## config.mk

```make
export PLATFORM = sky130hd
export DESIGN_NAME = euler_camera_view_matrix
export DESIGN_NICKNAME = d
export VERILOG_FILES = /design/src/hdl/ecvm_pkg.sv /design/src/hdl/ecvm_ctrl.sv /design/src/hdl/ecvm_dp.sv /design/src/hdl/euler_camera_view_matrix.sv
export SDC_FILE = /design/constraint.sdc
export NUM_CORES = 2
export LEC_CHECK = 0
export BUFFER_PORTS_ARGS = -buffer_cell sky130_fd_sc_hd__buf_2
export CAP_MARGIN = 20
export CORE_ASPECT_RATIO = 0.6
export CORE_UTILIZATION = 40
export DETAILED_ROUTE_END_ITERATION = 10
export PLACE_DENSITY = 0.58
export SYNTH_ARGS = -nofsm -noshare
export SYNTH_HDL_FRONTEND = slang
export SYNTH_SLANG_ARGS = --single-unit
```

## constraint.sdc

```tcl
create_clock -name clk_i -period 16.95 [get_ports clk_i]
set_clock_uncertainty 0.05 [all_clocks]
set_input_delay 1.695 -clock clk_i [delete_from_list [all_inputs] [get_ports clk_i]]
set_output_delay 1.695 -clock clk_i [all_outputs]
set_load 0.005 [all_outputs]
```

## src/hdl/ecvm_pkg.sv

```systemverilog
// ----------------------------------------------------------------------------
// ecvm_pkg
// Shared types, constants and the sequencer program for the camera view
// matrix engine.
// ----------------------------------------------------------------------------
`default_nettype none

package ecvm_pkg;

  localparam int ANGLE_BITS   = 16;
  localparam int POS_BITS     = 32;
  localparam int BAS_FRAC     = 14;
  localparam int BAS_W        = 16;
  localparam int VAL_W        = 32;
  localparam int SHF_W        = 32;
  localparam int BAS_ONE      = 1 << BAS_FRAC;

  localparam int CORDIC_STEPS = 24;
  localparam int CORDIC_FRAC  = 30;
  localparam int COR_W        = 32;
  localparam int ITER_W       = $clog2(CORDIC_STEPS);
  localparam logic signed [COR_W-1:0] CORDIC_START = 32'sd652032874;

  localparam int MUL_A_W = 32;
  localparam int PROD_W  = MUL_A_W + BAS_W;
  localparam int ACC_W   = PROD_W + 2;

  localparam int UPD_LEN = 54;
  localparam int TRN_LEN = 15;
  localparam int STEP_W  = $clog2(UPD_LEN);

  localparam logic signed [COR_W-1:0] ATAN_TBL [CORDIC_STEPS] = '{
    32'sd536870912, 32'sd316933406, 32'sd167458907, 32'sd85004756,
    32'sd42667331,  32'sd21354465,  32'sd10680862,  32'sd5340245,
    32'sd2670163,   32'sd1335087,   32'sd667544,    32'sd333772,
    32'sd166886,    32'sd83443,     32'sd41721,     32'sd20861,
    32'sd10430,     32'sd5215,      32'sd2608,      32'sd1304,
    32'sd652,       32'sd326,       32'sd163,       32'sd81
  };

  typedef enum logic [1:0] {
    REQ_ROTATE    = 2'd0,
    REQ_TRANSLATE = 2'd1,
    REQ_UPDATE    = 2'd2,
    REQ_PLACE     = 2'd3
  } ecvm_req_e;

  typedef enum logic [2:0] {
    ST_IDLE, ST_COR_INIT, ST_COR_RUN, ST_COR_STORE, ST_MAC, ST_DONE
  } ecvm_state_e;

  // multiplier a operand: sines/cosines, product scratch, position, request values
  typedef enum logic [3:0] {
    A_SP, A_CP, A_SY, A_CY, A_SR, A_CR, A_TMP,
    A_POS0, A_POS1, A_POS2, A_V0, A_V1, A_V2
  } ecvm_asel_e;

  // multiplier b operand: sines/cosines, one, basis terms
  typedef enum logic [3:0] {
    B_SP, B_CP, B_SY, B_CY, B_SR, B_CR, B_ONE,
    B_BAS0, B_BAS1, B_BAS2, B_BAS3, B_BAS4, B_BAS5, B_BAS6, B_BAS7, B_BAS8
  } ecvm_bsel_e;

  typedef enum logic [2:0] {
    OP_NOP, OP_TMP, OP_LOAD, OP_LNEG, OP_ADD, OP_SUB
  } ecvm_op_e;

  typedef enum logic [2:0] {
    WB_NONE, WB_R2, WB_R3, WB_POS, WB_DOT
  } ecvm_wb_e;

  typedef struct packed {
    ecvm_asel_e asel;
    ecvm_bsel_e bsel;
    ecvm_op_e   op;
    ecvm_wb_e   wb;
    logic [3:0] widx;
  } ecvm_uop_t;

  typedef struct packed {
    logic              cap_en;
    logic              rot_en;
    logic              place_en;
    logic              cor_init;
    logic              cor_step;
    logic              cor_store;
    logic [1:0]        ang_idx;
    logic [ITER_W-1:0] iter;
    ecvm_uop_t         uop;
    logic              out_load;
  } ecvm_cmd_t;

  function automatic ecvm_uop_t uop(input ecvm_asel_e a, input ecvm_bsel_e b,
                                    input ecvm_op_e o, input ecvm_wb_e w,
                                    input logic [3:0] i);
    ecvm_uop_t u;
    u.asel = a;
    u.bsel = b;
    u.op   = o;
    u.wb   = w;
    u.widx = i;
    return u;
  endfunction

  localparam ecvm_uop_t UOP_NOP = '{A_SP, B_ONE, OP_NOP, WB_NONE, 4'd0};

  // products issue in a step and are registered in prod_q, the accumulator
  // takes them from prod_q, and write-back reads the registered accumulator
  function automatic ecvm_uop_t ecvm_ucode(input logic trn, input logic [STEP_W-1:0] s);
    ecvm_uop_t u;
    u = UOP_NOP;
    if (trn) begin
      case (s)
        6'd0:  u = uop(A_V0, B_BAS0, OP_NOP,  WB_NONE, 4'd0);
        6'd1:  u = uop(A_V1, B_BAS3, OP_LOAD, WB_NONE, 4'd0);
        6'd2:  u = uop(A_V2, B_BAS6, OP_ADD,  WB_NONE, 4'd0);
        6'd3:  u = uop(A_SP, B_ONE,  OP_ADD,  WB_NONE, 4'd0);
        6'd4:  u = uop(A_SP, B_ONE,  OP_NOP,  WB_POS,  4'd0);
        6'd5:  u = uop(A_V0, B_BAS1, OP_NOP,  WB_NONE, 4'd0);
        6'd6:  u = uop(A_V1, B_BAS4, OP_LOAD, WB_NONE, 4'd0);
        6'd7:  u = uop(A_V2, B_BAS7, OP_ADD,  WB_NONE, 4'd0);
        6'd8:  u = uop(A_SP, B_ONE,  OP_ADD,  WB_NONE, 4'd0);
        6'd9:  u = uop(A_SP, B_ONE,  OP_NOP,  WB_POS,  4'd1);
        6'd10: u = uop(A_V0, B_BAS2, OP_NOP,  WB_NONE, 4'd0);
        6'd11: u = uop(A_V1, B_BAS5, OP_LOAD, WB_NONE, 4'd0);
        6'd12: u = uop(A_V2, B_BAS8, OP_ADD,  WB_NONE, 4'd0);
        6'd13: u = uop(A_SP, B_ONE,  OP_ADD,  WB_NONE, 4'd0);
        6'd14: u = uop(A_SP, B_ONE,  OP_NOP,  WB_POS,  4'd2);
        default: u = UOP_NOP;
      endcase
    end else begin
      case (s)
        // right x: cy*cr*one + sy*sp*sr
        6'd0:  u = uop(A_CY,  B_CR,  OP_NOP,  WB_NONE, 4'd0);
        6'd1:  u = uop(A_SY,  B_SP,  OP_TMP,  WB_NONE, 4'd0);
        6'd2:  u = uop(A_TMP, B_ONE, OP_TMP,  WB_NONE, 4'd0);
        6'd3:  u = uop(A_TMP, B_SR,  OP_LOAD, WB_NONE, 4'd0);
        6'd4:  u = uop(A_SP,  B_ONE, OP_ADD,  WB_NONE, 4'd0);
        6'd5:  u = uop(A_SP,  B_ONE, OP_NOP,  WB_R3,   4'd0);
        // right z: cy*sp*sr - sy*cr*one
        6'd6:  u = uop(A_CY,  B_SP,  OP_NOP,  WB_NONE, 4'd0);
        6'd7:  u = uop(A_SY,  B_CR,  OP_TMP,  WB_NONE, 4'd0);
        6'd8:  u = uop(A_TMP, B_SR,  OP_TMP,  WB_NONE, 4'd0);
        6'd9:  u = uop(A_TMP, B_ONE, OP_LOAD, WB_NONE, 4'd0);
        6'd10: u = uop(A_SP,  B_ONE, OP_SUB,  WB_NONE, 4'd0);
        6'd11: u = uop(A_SP,  B_ONE, OP_NOP,  WB_R3,   4'd2);
        // up x: sy*sp*cr - cy*sr*one
        6'd12: u = uop(A_SY,  B_SP,  OP_NOP,  WB_NONE, 4'd0);
        6'd13: u = uop(A_CY,  B_SR,  OP_TMP,  WB_NONE, 4'd0);
        6'd14: u = uop(A_TMP, B_CR,  OP_TMP,  WB_NONE, 4'd0);
        6'd15: u = uop(A_TMP, B_ONE, OP_LOAD, WB_NONE, 4'd0);
        6'd16: u = uop(A_SP,  B_ONE, OP_SUB,  WB_NONE, 4'd0);
        6'd17: u = uop(A_SP,  B_ONE, OP_NOP,  WB_R3,   4'd3);
        // up z: sr*sy*one + cr*cy*sp
        6'd18: u = uop(A_SR,  B_SY,  OP_NOP,  WB_NONE, 4'd0);
        6'd19: u = uop(A_CR,  B_CY,  OP_TMP,  WB_NONE, 4'd0);
        6'd20: u = uop(A_TMP, B_ONE, OP_TMP,  WB_NONE, 4'd0);
        6'd21: u = uop(A_TMP, B_SP,  OP_LOAD, WB_NONE, 4'd0);
        6'd22: u = uop(A_SP,  B_ONE, OP_ADD,  WB_NONE, 4'd0);
        6'd23: u = uop(A_SP,  B_ONE, OP_NOP,  WB_R3,   4'd5);
        // two-factor terms
        6'd24: u = uop(A_SR,  B_CP,  OP_NOP,  WB_NONE, 4'd0);
        6'd25: u = uop(A_SP,  B_ONE, OP_LOAD, WB_NONE, 4'd0);
        6'd26: u = uop(A_SP,  B_ONE, OP_NOP,  WB_R2,   4'd1);
        6'd27: u = uop(A_CR,  B_CP,  OP_NOP,  WB_NONE, 4'd0);
        6'd28: u = uop(A_SP,  B_ONE, OP_LOAD, WB_NONE, 4'd0);
        6'd29: u = uop(A_SP,  B_ONE, OP_NOP,  WB_R2,   4'd4);
        6'd30: u = uop(A_CP,  B_SY,  OP_NOP,  WB_NONE, 4'd0);
        6'd31: u = uop(A_SP,  B_ONE, OP_LOAD, WB_NONE, 4'd0);
        6'd32: u = uop(A_SP,  B_ONE, OP_NOP,  WB_R2,   4'd6);
        6'd33: u = uop(A_CP,  B_CY,  OP_NOP,  WB_NONE, 4'd0);
        6'd34: u = uop(A_SP,  B_ONE, OP_LOAD, WB_NONE, 4'd0);
        6'd35: u = uop(A_SP,  B_ONE, OP_NOP,  WB_R2,   4'd8);
        // dir y: -sp
        6'd36: u = uop(A_SP,  B_ONE, OP_NOP,  WB_NONE, 4'd0);
        6'd37: u = uop(A_SP,  B_ONE, OP_LNEG, WB_NONE, 4'd0);
        6'd38: u = uop(A_SP,  B_ONE, OP_NOP,  WB_R2,   4'd7);
        // dot products with the new basis
        6'd39: u = uop(A_POS0, B_BAS0, OP_NOP,  WB_NONE, 4'd0);
        6'd40: u = uop(A_POS1, B_BAS1, OP_LOAD, WB_NONE, 4'd0);
        6'd41: u = uop(A_POS2, B_BAS2, OP_ADD,  WB_NONE, 4'd0);
        6'd42: u = uop(A_SP,   B_ONE,  OP_ADD,  WB_NONE, 4'd0);
        6'd43: u = uop(A_SP,   B_ONE,  OP_NOP,  WB_DOT,  4'd0);
        6'd44: u = uop(A_POS0, B_BAS3, OP_NOP,  WB_NONE, 4'd0);
        6'd45: u = uop(A_POS1, B_BAS4, OP_LOAD, WB_NONE, 4'd0);
        6'd46: u = uop(A_POS2, B_BAS5, OP_ADD,  WB_NONE, 4'd0);
        6'd47: u = uop(A_SP,   B_ONE,  OP_ADD,  WB_NONE, 4'd0);
        6'd48: u = uop(A_SP,   B_ONE,  OP_NOP,  WB_DOT,  4'd1);
        6'd49: u = uop(A_POS0, B_BAS6, OP_NOP,  WB_NONE, 4'd0);
        6'd50: u = uop(A_POS1, B_BAS7, OP_LOAD, WB_NONE, 4'd0);
        6'd51: u = uop(A_POS2, B_BAS8, OP_ADD,  WB_NONE, 4'd0);
        6'd52: u = uop(A_SP,   B_ONE,  OP_ADD,  WB_NONE, 4'd0);
        6'd53: u = uop(A_SP,   B_ONE,  OP_NOP,  WB_DOT,  4'd2);
        default: u = UOP_NOP;
      endcase
    end
    return u;
  endfunction

endpackage

`default_nettype wire

```

## src/hdl/ecvm_ctrl.sv

```systemverilog
// ----------------------------------------------------------------------------
// ecvm_ctrl
// Controller: request decode, cordic sequencing, multiply program stepping
// and the output handshake.
// ----------------------------------------------------------------------------
`default_nettype none

module ecvm_ctrl (
  input  logic              clk_i,
  input  logic              rst_ni,
  input  logic              in_valid_i,
  output logic              in_stall_o,
  input  logic [1:0]        req_type_i,
  output logic              out_valid_o,
  input  logic              out_stall_i,
  output ecvm_pkg::ecvm_cmd_t cmd_o
);
  import ecvm_pkg::*;

  ecvm_state_e       st_q, st_d;
  logic [1:0]        ang_idx_q, ang_idx_d;
  logic [ITER_W-1:0] iter_q, iter_d;
  logic [STEP_W-1:0] step_q, step_d;
  logic              trn_q, trn_d;
  logic              out_vld_q, out_vld_d;
  logic              in_acc;

  assign in_stall_o  = (st_q != ST_IDLE);
  assign in_acc      = in_valid_i && !in_stall_o;
  assign out_valid_o = out_vld_q;

  always_ff @(posedge clk_i or negedge rst_ni) begin
    if (!rst_ni) begin
      st_q      <= ST_IDLE;
      ang_idx_q <= '0;
      iter_q    <= '0;
      step_q    <= '0;
      trn_q     <= 1'b0;
      out_vld_q <= 1'b0;
    end else begin
      st_q      <= st_d;
      ang_idx_q <= ang_idx_d;
      iter_q    <= iter_d;
      step_q    <= step_d;
      trn_q     <= trn_d;
      out_vld_q <= out_vld_d;
    end
  end

  always_comb begin
    st_d          = st_q;
    ang_idx_d     = ang_idx_q;
    iter_d        = iter_q;
    step_d        = step_q;
    trn_d         = trn_q;
    cmd_o         = '0;
    cmd_o.ang_idx = ang_idx_q;
    cmd_o.iter    = iter_q;
    cmd_o.uop     = UOP_NOP;
    case (st_q)
      ST_IDLE: begin
        if (in_valid_i) begin
          cmd_o.cap_en = 1'b1;
          case (ecvm_req_e'(req_type_i))
            REQ_ROTATE: cmd_o.rot_en = 1'b1;
            REQ_PLACE:  cmd_o.place_en = 1'b1;
            REQ_TRANSLATE: begin
              trn_d  = 1'b1;
              step_d = '0;
              st_d   = ST_MAC;
            end
            REQ_UPDATE: begin
              ang_idx_d = '0;
              st_d      = ST_COR_INIT;
            end
            default: st_d = ST_IDLE;
          endcase
        end
      end
      ST_COR_INIT: begin
        cmd_o.cor_init = 1'b1;
        iter_d         = '0;
        st_d           = ST_COR_RUN;
      end
      ST_COR_RUN: begin
        cmd_o.cor_step = 1'b1;
        iter_d         = iter_q + ITER_W'(1);
        if (iter_q == ITER_W'(CORDIC_STEPS - 1)) begin
          st_d = ST_COR_STORE;
        end
      end
      ST_COR_STORE: begin
        cmd_o.cor_store = 1'b1;
        if (ang_idx_q == 2'd2) begin
          trn_d  = 1'b0;
          step_d = '0;
          st_d   = ST_MAC;
        end else begin
          ang_idx_d = ang_idx_q + 2'd1;
          st_d      = ST_COR_INIT;
        end
      end
      ST_MAC: begin
        cmd_o.uop = ecvm_ucode(trn_q, step_q);
        step_d    = step_q + STEP_W'(1);
        if (trn_q && step_q == STEP_W'(TRN_LEN - 1)) begin
          st_d = ST_IDLE;
        end else if (!trn_q && step_q == STEP_W'(UPD_LEN - 1)) begin
          st_d = ST_DONE;
        end
      end
      ST_DONE: begin
        if (!out_vld_q || !out_stall_i) begin
          cmd_o.out_load = 1'b1;
          st_d           = ST_IDLE;
        end
      end
      default: st_d = ST_IDLE;
    endcase
  end

  always_comb begin
    out_vld_d = out_vld_q;
    if (cmd_o.out_load) begin
      out_vld_d = 1'b1;
    end else if (!out_stall_i) begin
      out_vld_d = 1'b0;
    end
  end

  // an update request always starts the first cordic pass
  a_upd_start: assert property (@(posedge clk_i) disable iff (!rst_ni)
    (in_acc && req_type_i == REQ_UPDATE) |=> (st_q == ST_COR_INIT && ang_idx_q == 2'd0))
    else $error("update did not start the cordic pass");

  // a pending result is never overwritten while the receiver stalls
  a_no_overwrite: assert property (@(posedge clk_i) disable iff (!rst_ni)
    cmd_o.out_load |-> (!out_vld_q || !out_stall_i))
    else $error("result overwritten while stalled");

  // only three angles per update
  a_ang_range: assert property (@(posedge clk_i) disable iff (!rst_ni)
    (st_q == ST_COR_INIT || st_q == ST_COR_RUN || st_q == ST_COR_STORE) |-> ang_idx_q != 2'd3)
    else $error("angle index out of range");

  // a translate never produces a result
  a_trn_silent: assert property (@(posedge clk_i) disable iff (!rst_ni)
    (st_q == ST_MAC && trn_q) |=> !$rose(out_vld_q))
    else $error("translate raised a result");

endmodule

`default_nettype wire

```

## src/hdl/ecvm_dp.sv

```systemverilog
// ----------------------------------------------------------------------------
// ecvm_dp
// Datapath: camera state, shared cordic, shared multiply-accumulate with
// rounding write-back, and the result register.
// ----------------------------------------------------------------------------
`default_nettype none

module ecvm_dp (
  input  logic                                clk_i,
  input  logic                                rst_ni,
  input  ecvm_pkg::ecvm_cmd_t                 cmd_i,
  input  logic signed [ecvm_pkg::VAL_W-1:0]   value_x_i,
  input  logic signed [ecvm_pkg::VAL_W-1:0]   value_y_i,
  input  logic signed [ecvm_pkg::VAL_W-1:0]   value_z_i,
  output logic signed [ecvm_pkg::BAS_W-1:0]   out_bas_o [9],
  output logic signed [ecvm_pkg::SHF_W-1:0]   out_shf_o [3]
);
  import ecvm_pkg::*;

  localparam logic signed [ACC_W-1:0] ONE_A   = ACC_W'(BAS_ONE);
  localparam logic signed [ACC_W-1:0] HALF_R2 = ACC_W'(1) <<< (BAS_FRAC - 1);
  localparam logic signed [ACC_W-1:0] HALF_R3 = ACC_W'(1) <<< (2 * BAS_FRAC - 1);
  localparam logic signed [ACC_W-1:0] HALF_C  = ACC_W'(1) <<< (CORDIC_FRAC - BAS_FRAC - 1);
  localparam logic signed [ACC_W-1:0] SAT_HI  = (ACC_W'(1) <<< (SHF_W - 1)) - ACC_W'(1);
  localparam logic signed [ACC_W-1:0] SAT_LO  = -(ACC_W'(1) <<< (SHF_W - 1));

  function automatic logic signed [BAS_W-1:0] clamp_one(input logic signed [ACC_W-1:0] v);
    logic signed [BAS_W-1:0] r;
    if (v > ONE_A) begin
      r = BAS_W'(ONE_A);
    end else if (v < -ONE_A) begin
      r = BAS_W'(-ONE_A);
    end else begin
      r = BAS_W'(v);
    end
    return r;
  endfunction

  logic        [ANGLE_BITS-1:0] ang_q [3];
  logic signed [POS_BITS-1:0]   pos_q [3];
  logic signed [BAS_W-1:0]      bas_q [9];
  logic signed [VAL_W-1:0]      v_q   [3];
  logic signed [BAS_W-1:0]      sc_q  [6];
  logic signed [SHF_W-1:0]      shf_q [3];
  logic signed [COR_W-1:0]      cx_q, cy_q, cz_q;
  logic signed [MUL_A_W-1:0]    tmp_q;
  logic signed [PROD_W-1:0]     prod_q;
  logic signed [ACC_W-1:0]      acc_q;

  logic signed [VAL_W-1:0]      vin [3];
  logic        [ANGLE_BITS-1:0] ang_sel;
  logic        [31:0]           turn;
  logic signed [COR_W-1:0]      xs, ys, atan_v;
  logic signed [COR_W:0]        c_raw, s_raw;
  logic signed [BAS_W-1:0]      sin_r, cos_r;
  logic signed [MUL_A_W-1:0]    a_val;
  logic signed [BAS_W-1:0]      b_val;
  logic signed [PROD_W-1:0]     prod_d;
  logic signed [ACC_W-1:0]      prod_x, rnd2, rnd3, neg2;
  logic signed [SHF_W-1:0]      dot_sat;

  assign vin[0] = value_x_i;
  assign vin[1] = value_y_i;
  assign vin[2] = value_z_i;

  // cordic
  assign ang_sel = ang_q[cmd_i.ang_idx];
  assign turn    = {ang_sel, {(32 - ANGLE_BITS){1'b0}}};
  assign xs      = cx_q >>> cmd_i.iter;
  assign ys      = cy_q >>> cmd_i.iter;
  assign atan_v  = ATAN_TBL[cmd_i.iter];

  always_comb begin
    case (turn[31:30])
      2'd0: begin
        c_raw = (COR_W+1)'(cx_q);
        s_raw = (COR_W+1)'(cy_q);
      end
      2'd1: begin
        c_raw = -(COR_W+1)'(cy_q);
        s_raw = (COR_W+1)'(cx_q);
      end
      2'd2: begin
        c_raw = -(COR_W+1)'(cx_q);
        s_raw = -(COR_W+1)'(cy_q);
      end
      default: begin
        c_raw = (COR_W+1)'(cy_q);
        s_raw = -(COR_W+1)'(cx_q);
      end
    endcase
  end

  assign sin_r = clamp_one((ACC_W'(s_raw) + HALF_C) >>> (CORDIC_FRAC - BAS_FRAC));
  assign cos_r = clamp_one((ACC_W'(c_raw) + HALF_C) >>> (CORDIC_FRAC - BAS_FRAC));

  // multiplier operands
  always_comb begin
    case (cmd_i.uop.asel)
      A_SP:    a_val = MUL_A_W'(sc_q[0]);
      A_CP:    a_val = MUL_A_W'(sc_q[1]);
      A_SY:    a_val = MUL_A_W'(sc_q[2]);
      A_CY:    a_val = MUL_A_W'(sc_q[3]);
      A_SR:    a_val = MUL_A_W'(sc_q[4]);
      A_CR:    a_val = MUL_A_W'(sc_q[5]);
      A_TMP:   a_val = tmp_q;
      A_POS0:  a_val = MUL_A_W'(pos_q[0]);
      A_POS1:  a_val = MUL_A_W'(pos_q[1]);
      A_POS2:  a_val = MUL_A_W'(pos_q[2]);
      A_V0:    a_val = MUL_A_W'(v_q[0]);
      A_V1:    a_val = MUL_A_W'(v_q[1]);
      A_V2:    a_val = MUL_A_W'(v_q[2]);
      default: a_val = '0;
    endcase
  end

  always_comb begin
    case (cmd_i.uop.bsel)
      B_SP:    b_val = sc_q[0];
      B_CP:    b_val = sc_q[1];
      B_SY:    b_val = sc_q[2];
      B_CY:    b_val = sc_q[3];
      B_SR:    b_val = sc_q[4];
      B_CR:    b_val = sc_q[5];
      B_ONE:   b_val = BAS_W'(BAS_ONE);
      B_BAS0:  b_val = bas_q[0];
      B_BAS1:  b_val = bas_q[1];
      B_BAS2:  b_val = bas_q[2];
      B_BAS3:  b_val = bas_q[3];
      B_BAS4:  b_val = bas_q[4];
      B_BAS5:  b_val = bas_q[5];
      B_BAS6:  b_val = bas_q[6];
      B_BAS7:  b_val = bas_q[7];
      default: b_val = bas_q[8];
    endcase
  end

  assign prod_d = PROD_W'(a_val) * PROD_W'(b_val);
  assign prod_x = ACC_W'(prod_q);

  // write-back rounding
  assign rnd2 = (acc_q + HALF_R2) >>> BAS_FRAC;
  assign rnd3 = (acc_q + HALF_R3) >>> (2 * BAS_FRAC);
  assign neg2 = -rnd2;

  always_comb begin
    if (neg2 > SAT_HI) begin
      dot_sat = SHF_W'(SAT_HI);
    end else if (neg2 < SAT_LO) begin
      dot_sat = SHF_W'(SAT_LO);
    end else begin
      dot_sat = SHF_W'(neg2);
    end
  end

  // architectural camera state
  always_ff @(posedge clk_i or negedge rst_ni) begin
    if (!rst_ni) begin
      for (int k = 0; k < 3; k++) begin
        ang_q[k] <= '0;
        pos_q[k] <= '0;
      end
      for (int k = 0; k < 9; k++) begin
        bas_q[k] <= (k == 0 || k == 4 || k == 8) ? BAS_W'(BAS_ONE) : '0;
      end
    end else begin
      if (cmd_i.rot_en) begin
        for (int k = 0; k < 3; k++) begin
          ang_q[k] <= ang_q[k] + vin[k][ANGLE_BITS-1:0];
        end
      end
      if (cmd_i.place_en) begin
        for (int k = 0; k < 3; k++) begin
          ang_q[k] <= '0;
          pos_q[k] <= POS_BITS'(vin[k]);
        end
        for (int k = 0; k < 9; k++) begin
          bas_q[k] <= (k == 0 || k == 4 || k == 8) ? BAS_W'(BAS_ONE) : '0;
        end
      end
      case (cmd_i.uop.wb)
        WB_R2:   bas_q[cmd_i.uop.widx] <= clamp_one(rnd2);
        WB_R3:   bas_q[cmd_i.uop.widx] <= clamp_one(rnd3);
        WB_POS:  pos_q[cmd_i.uop.widx[1:0]] <= pos_q[cmd_i.uop.widx[1:0]]
                                               + rnd2[POS_BITS-1:0];
        default: ;
      endcase
    end
  end

  // working registers
  always_ff @(posedge clk_i) begin
    if (cmd_i.cap_en) begin
      for (int k = 0; k < 3; k++) begin
        v_q[k] <= vin[k];
      end
    end
    if (cmd_i.cor_init) begin
      cx_q <= CORDIC_START;
      cy_q <= '0;
      cz_q <= COR_W'({2'b00, turn[29:0]});
    end else if (cmd_i.cor_step) begin
      if (!cz_q[COR_W-1]) begin
        cx_q <= cx_q - ys;
        cy_q <= cy_q + xs;
        cz_q <= cz_q - atan_v;
      end else begin
        cx_q <= cx_q + ys;
        cy_q <= cy_q - xs;
        cz_q <= cz_q + atan_v;
      end
    end
    if (cmd_i.cor_store) begin
      sc_q[{cmd_i.ang_idx, 1'b0}] <= sin_r;
      sc_q[{cmd_i.ang_idx, 1'b1}] <= cos_r;
    end

    prod_q <= prod_d;
    case (cmd_i.uop.op)
      OP_TMP:  tmp_q <= prod_q[MUL_A_W-1:0];
      OP_LOAD: acc_q <= prod_x;
      OP_LNEG: acc_q <= -prod_x;
      OP_ADD:  acc_q <= acc_q + prod_x;
      OP_SUB:  acc_q <= acc_q - prod_x;
      default: ;
    endcase
    if (cmd_i.uop.wb == WB_DOT) begin
      shf_q[cmd_i.uop.widx[1:0]] <= dot_sat;
    end

    if (cmd_i.out_load) begin
      for (int k = 0; k < 9; k++) begin
        out_bas_o[k] <= bas_q[k];
      end
      for (int k = 0; k < 3; k++) begin
        out_shf_o[k] <= shf_q[k];
      end
    end
  end

endmodule

`default_nettype wire

```

## src/hdl/euler_camera_view_matrix.sv

```systemverilog
// ----------------------------------------------------------------------------
// euler_camera_view_matrix
// Euler-angle camera engine: keeps angles, position and view basis and
// emits the view matrix terms on each update request.
// ----------------------------------------------------------------------------
// usage
//   input channel: in_valid_i / in_stall_o with req_type_i and value_*_i;
//   a request is taken on a clock edge with valid high and stall low
//   rotate and place requests finish in the accept cycle, so they can
//   follow each other every cycle
//   a translate request holds the input stalled while it forms three
//   3-term sums through the one shared 32x16 multiplier
//   an update request runs a 24-step cordic once per angle, then a 54-step
//   multiply program for the nine basis terms and three dot products, and
//   finally loads the result register
//   output channel: out_valid_o / out_stall_i carrying the nine basis terms
//   and three shifts; the result register holds while out_stall_i is high
//   and a new request is taken while it waits; a following update waits at
//   its last cycle only if the previous result is still not taken
//   reset: angles and position zero, basis identity, no result pending
// ----------------------------------------------------------------------------
`default_nettype none

module euler_camera_view_matrix (
  input  logic                              clk_i,
  input  logic                              rst_ni,
  input  logic                              in_valid_i,
  output logic                              in_stall_o,
  input  logic [1:0]                        req_type_i,
  input  logic signed [ecvm_pkg::VAL_W-1:0] value_x_i,
  input  logic signed [ecvm_pkg::VAL_W-1:0] value_y_i,
  input  logic signed [ecvm_pkg::VAL_W-1:0] value_z_i,
  output logic                              out_valid_o,
  input  logic                              out_stall_i,
  output logic signed [ecvm_pkg::BAS_W-1:0] right_x_o,
  output logic signed [ecvm_pkg::BAS_W-1:0] right_y_o,
  output logic signed [ecvm_pkg::BAS_W-1:0] right_z_o,
  output logic signed [ecvm_pkg::BAS_W-1:0] up_x_o,
  output logic signed [ecvm_pkg::BAS_W-1:0] up_y_o,
  output logic signed [ecvm_pkg::BAS_W-1:0] up_z_o,
  output logic signed [ecvm_pkg::BAS_W-1:0] dir_x_o,
  output logic signed [ecvm_pkg::BAS_W-1:0] dir_y_o,
  output logic signed [ecvm_pkg::BAS_W-1:0] dir_z_o,
  output logic signed [ecvm_pkg::SHF_W-1:0] shift_right_o,
  output logic signed [ecvm_pkg::SHF_W-1:0] shift_up_o,
  output logic signed [ecvm_pkg::SHF_W-1:0] shift_dir_o
);
  import ecvm_pkg::*;

  ecvm_cmd_t               cmd;
  logic signed [BAS_W-1:0] out_bas [9];
  logic signed [SHF_W-1:0] out_shf [3];

  // controller: request decode, cordic passes, multiply program, output handshake
  ecvm_ctrl u_ctrl (
    .clk_i       (clk_i),
    .rst_ni      (rst_ni),
    .in_valid_i  (in_valid_i),
    .in_stall_o  (in_stall_o),
    .req_type_i  (req_type_i),
    .out_valid_o (out_valid_o),
    .out_stall_i (out_stall_i),
    .cmd_o       (cmd)
  );

  // datapath: camera state, cordic, multiply-accumulate, result register
  ecvm_dp u_dp (
    .clk_i     (clk_i),
    .rst_ni    (rst_ni),
    .cmd_i     (cmd),
    .value_x_i (value_x_i),
    .value_y_i (value_y_i),
    .value_z_i (value_z_i),
    .out_bas_o (out_bas),
    .out_shf_o (out_shf)
  );

  // basis order: right, up, direction
  assign right_x_o     = out_bas[0];
  assign right_y_o     = out_bas[1];
  assign right_z_o     = out_bas[2];
  assign up_x_o        = out_bas[3];
  assign up_y_o        = out_bas[4];
  assign up_z_o        = out_bas[5];
  assign dir_x_o       = out_bas[6];
  assign dir_y_o       = out_bas[7];
  assign dir_z_o       = out_bas[8];
  assign shift_right_o = out_shf[0];
  assign shift_up_o    = out_shf[1];
  assign shift_dir_o   = out_shf[2];

endmodule

`default_nettype wire
```

==> impl_metrics.ini <==
[status]
status = complete, but fails checks
failed_checks = design-rule violations

[timing]
fin_crit_ns = 13.06
finalHoldViolCount = 0
finalSetupViolCount = 0
max_freq_mhz = 76.6
slew_viol_final = 0
fin_setup_tns_ns = 0
setup_ws_ns = 3.89
period_share_pct = 77.0
rsz0062_at_grt = false
tightest_slew_ns = 1.23
relSlewSlack_pct = 17.7

[clock_tree]
htreeDepth = 3
clkTransAtPathRegs_ns = 0.07
cts_resized = 0
numCtsBuffers = 109
cts_tree = done
clock-sinks = 1060
ctsLongestPathBuffers = 3
clk_latency_ns = 0.82
postCtsSetupBuffers = 0
root_buffer = clkbuf_16
ctsHoldBuffers = 0

[logic_synthesis]
ys_top_cells_by_area = edfxtp_1, fa_1, dfrtp_1, ha_1, nand2_1
ys.flop_type = edfxtp_1
ys_ff_latch = 1060
syn_inst = 8771
async_flop_share_pct = 28.9
synth_warnings = 0
yosysSeqAreaShare_pct = 35.0
synth_top_area_share_pct = 22.6
syn_area_mm2 = 0.0829
syn_avg_cell_area_um2 = 9.45
syn_nets = 9732
yosysTopAreaCell = edfxtp_1
synth-edff-count = 624
synthDistinctLibCells = 123

[drt]
viasPerCell = 6.15
first_pass_iters = 11
vias = 72509
wire_per_inst_um = 29.6
drt-total-wl_mm = 349
drc_errors = 1
ant_nets = 0
drtIter0Drc = 11008

[setup_path]
cp_slowest_cell = o21ai_0
r2r_slack_ns = 3.89
end_kind = flip-flop
crit_fanout = 22
r2r_cells = 35
crit_type = reg2reg
worstPathRequired_ns = 17.61
r2r-end = u_dp.prod_q[45]$_DFF_P_
crit_top_cell = fa_1
start_kind = flip-flop
worstPathArrival_ns = 13.72
critPathMaxStageDelay_ns = 0.84
reg2reg_from = u_ctrl.step_q[1]$_DFFE_PN0P_

[die]
rows = 129
die_h_um = 355
die_w_um = 590
start_util_pct = 40.2
dieArea_mm2 = 0.209
ioPinCount = 344
fp.coreArea_mm2 = 0.206

[global_routing]
grt_max_degree = 112
antenna_found_initial = 52
gr-total-overflow = 0
grt_pass1_vias = 66451
grt_pass1_wl_mm = 492
grt_use_total_pct = 32.5

[pwr]
p_per_area_mw_per_mm2 = 233
peakVddDrop_uv = 143
p_leak_nw = 38.1
power_mw = 21.4

[place]
dp_slack_ns = 4.39
gp_congestion = 1.01
io_buffers = 343
place_area_mm2 = 0.0878
post-dp-hpwl_mm = 273

[flow_run]
maxCapViolCount = 0

[hold_path]
hp-start = u_dp.shf_q[2][15]$_DFFE_PP_
worstHoldPathCells = 0
hold_path_class = reg2reg
hold_end = shift_dir_o[15]$_DFFE_PP_

[cells_and_area]
layout-drive-gt1-share_pct = 11.8
syn_to_final_growth_pct = 10.9
nets = 9881
postLayoutCellArea_mm2 = 0.0919
[cells by family (layout without fill, tap and decap cells)]
family / Yosys count / after routing / share of synthesized area [%]
adders and majority gates: 859 / 859 / 17.4
AOI/OAI and AO/OA: 2006 / 2006 / 15.9
muxes: 256 / 256 / 4.43
other: 0 / 19 / 0
DFF: 1060 / 1060 / 35.0
buffers and inverters: 1233 / 1478 / 5.90
and+or+nand+nor: 2844 / 2844 / 16.0
xor gates and xnor gates: 513 / 513 / 5.42
[synth_stat cells, types with 176 or more instances]
master and number:
nand2_1 981, ha_1 364, xnor2_1 330, xor2_1 183, a21oi_1 452, nor3_1 176
clkbuf_1 318, nor2_1 809, edfxtp_1 624, fa_1 495, inv_1 735, o21ai_0 498
nand3_1 237, dfrtp_1 303
[report_power, final]
| part | internal (mW) | switching, mW |
|---|---|---|
| registers | 3.52 | 0.885 |
| clock network | 1.50 | 1.21 |
| logic | 5.49 | 8.83 |
[flip-flops by register name, summed over array words and instances, names as in the netlist, 48 cells and up]
name	flops
u_dp.ang_q	48
u_dp.shf_q	96
u_dp.v_q	96
u_dp.bas_q	144
u_dp.out_bas_o	144
u_dp.acc_q	50
u_dp.pos_q	96
u_dp.sc_q	96
u_dp.prod_q	48
[critical path: cells and delay by family (launching register included)]
kind	cells	cell delay (ns)
xor gates and xnor gates	1	0.14
DFF	1	0.57
adders and majority gates	8	3.87
and+or+nand+nor	6	2.16
buffers and inverters	6	1.17
AOI/OAI and AO/OA	14	4.96
[through the flow]
step                      hold WS, ns  cells  util, %
after global routing            0.366  11777     44.6
after global placement          0.353  11546     42.6
final                           0.364  11786     44.6
after floorplan                 0.350   8771        -
after detailed placement        0.355  11550     42.6
after CTS                       0.366  11757     44.5
[cells in the final DEF (no fill, tap or decap), types with 299 or more instances in the layout]
master and count:
edfxtp_1 624, xnor2_1 327, fa_1 495, inv_1 734, dfrtp_1 299, a21oi_1 447, nand2_1 976, o21ai_0 497
nor2_1 795, buf_2 342, ha_1 364
[cell type report]
type / instances / area, um^2
antenna: 19 / 47.5
clock buffer: 125 / 2820
clock inverter: 82 / 1150
fill: 19652 / 114000
inverter: 744 / 2790
multi-input combinational: 6478 / 49500
sequential: 1060 / 29000
tap: 2751 / 3440
timing repair buffer: 527 / 3160
[worst max-delay path by stage]
stage / start / endpoint / cells past startpoint
2_1_floorplan: out_stall_i / shift_dir_o[0]$_DFFE_PP_ / 1
3_3_place_gp: u_ctrl.step_q[1]$_DFFE_PN0P_ / u_dp.prod_q[45]$_DFF_P_ / 35
3_5_place_dp: u_ctrl.step_q[1]$_DFFE_PN0P_ / u_dp.prod_q[46]$_DFF_P_ / 37
4_1_cts: u_ctrl.step_q[1]$_DFFE_PN0P_ / u_dp.prod_q[46]$_DFF_P_ / 37
5_1_grt: u_ctrl.step_q[1]$_DFFE_PN0P_ / u_dp.prod_q[46]$_DFF_P_ / 37
6_report: u_ctrl.step_q[1]$_DFFE_PN0P_ / u_dp.prod_q[45]$_DFF_P_ / 35
[metal layers]
metal  part of all wire (%)  GRT usage [%]  up-vias  routed length [um]
met2                     34           38.2     5000              120000
met5                   0.35           2.13        -                1210
li1                       -              -    31178                   -
met4                    2.3           6.92       44                7950
met1                     45           50.2    35820              158000
met3                     18           17.1      467               61100
Power figures use the tool's default switching activity.
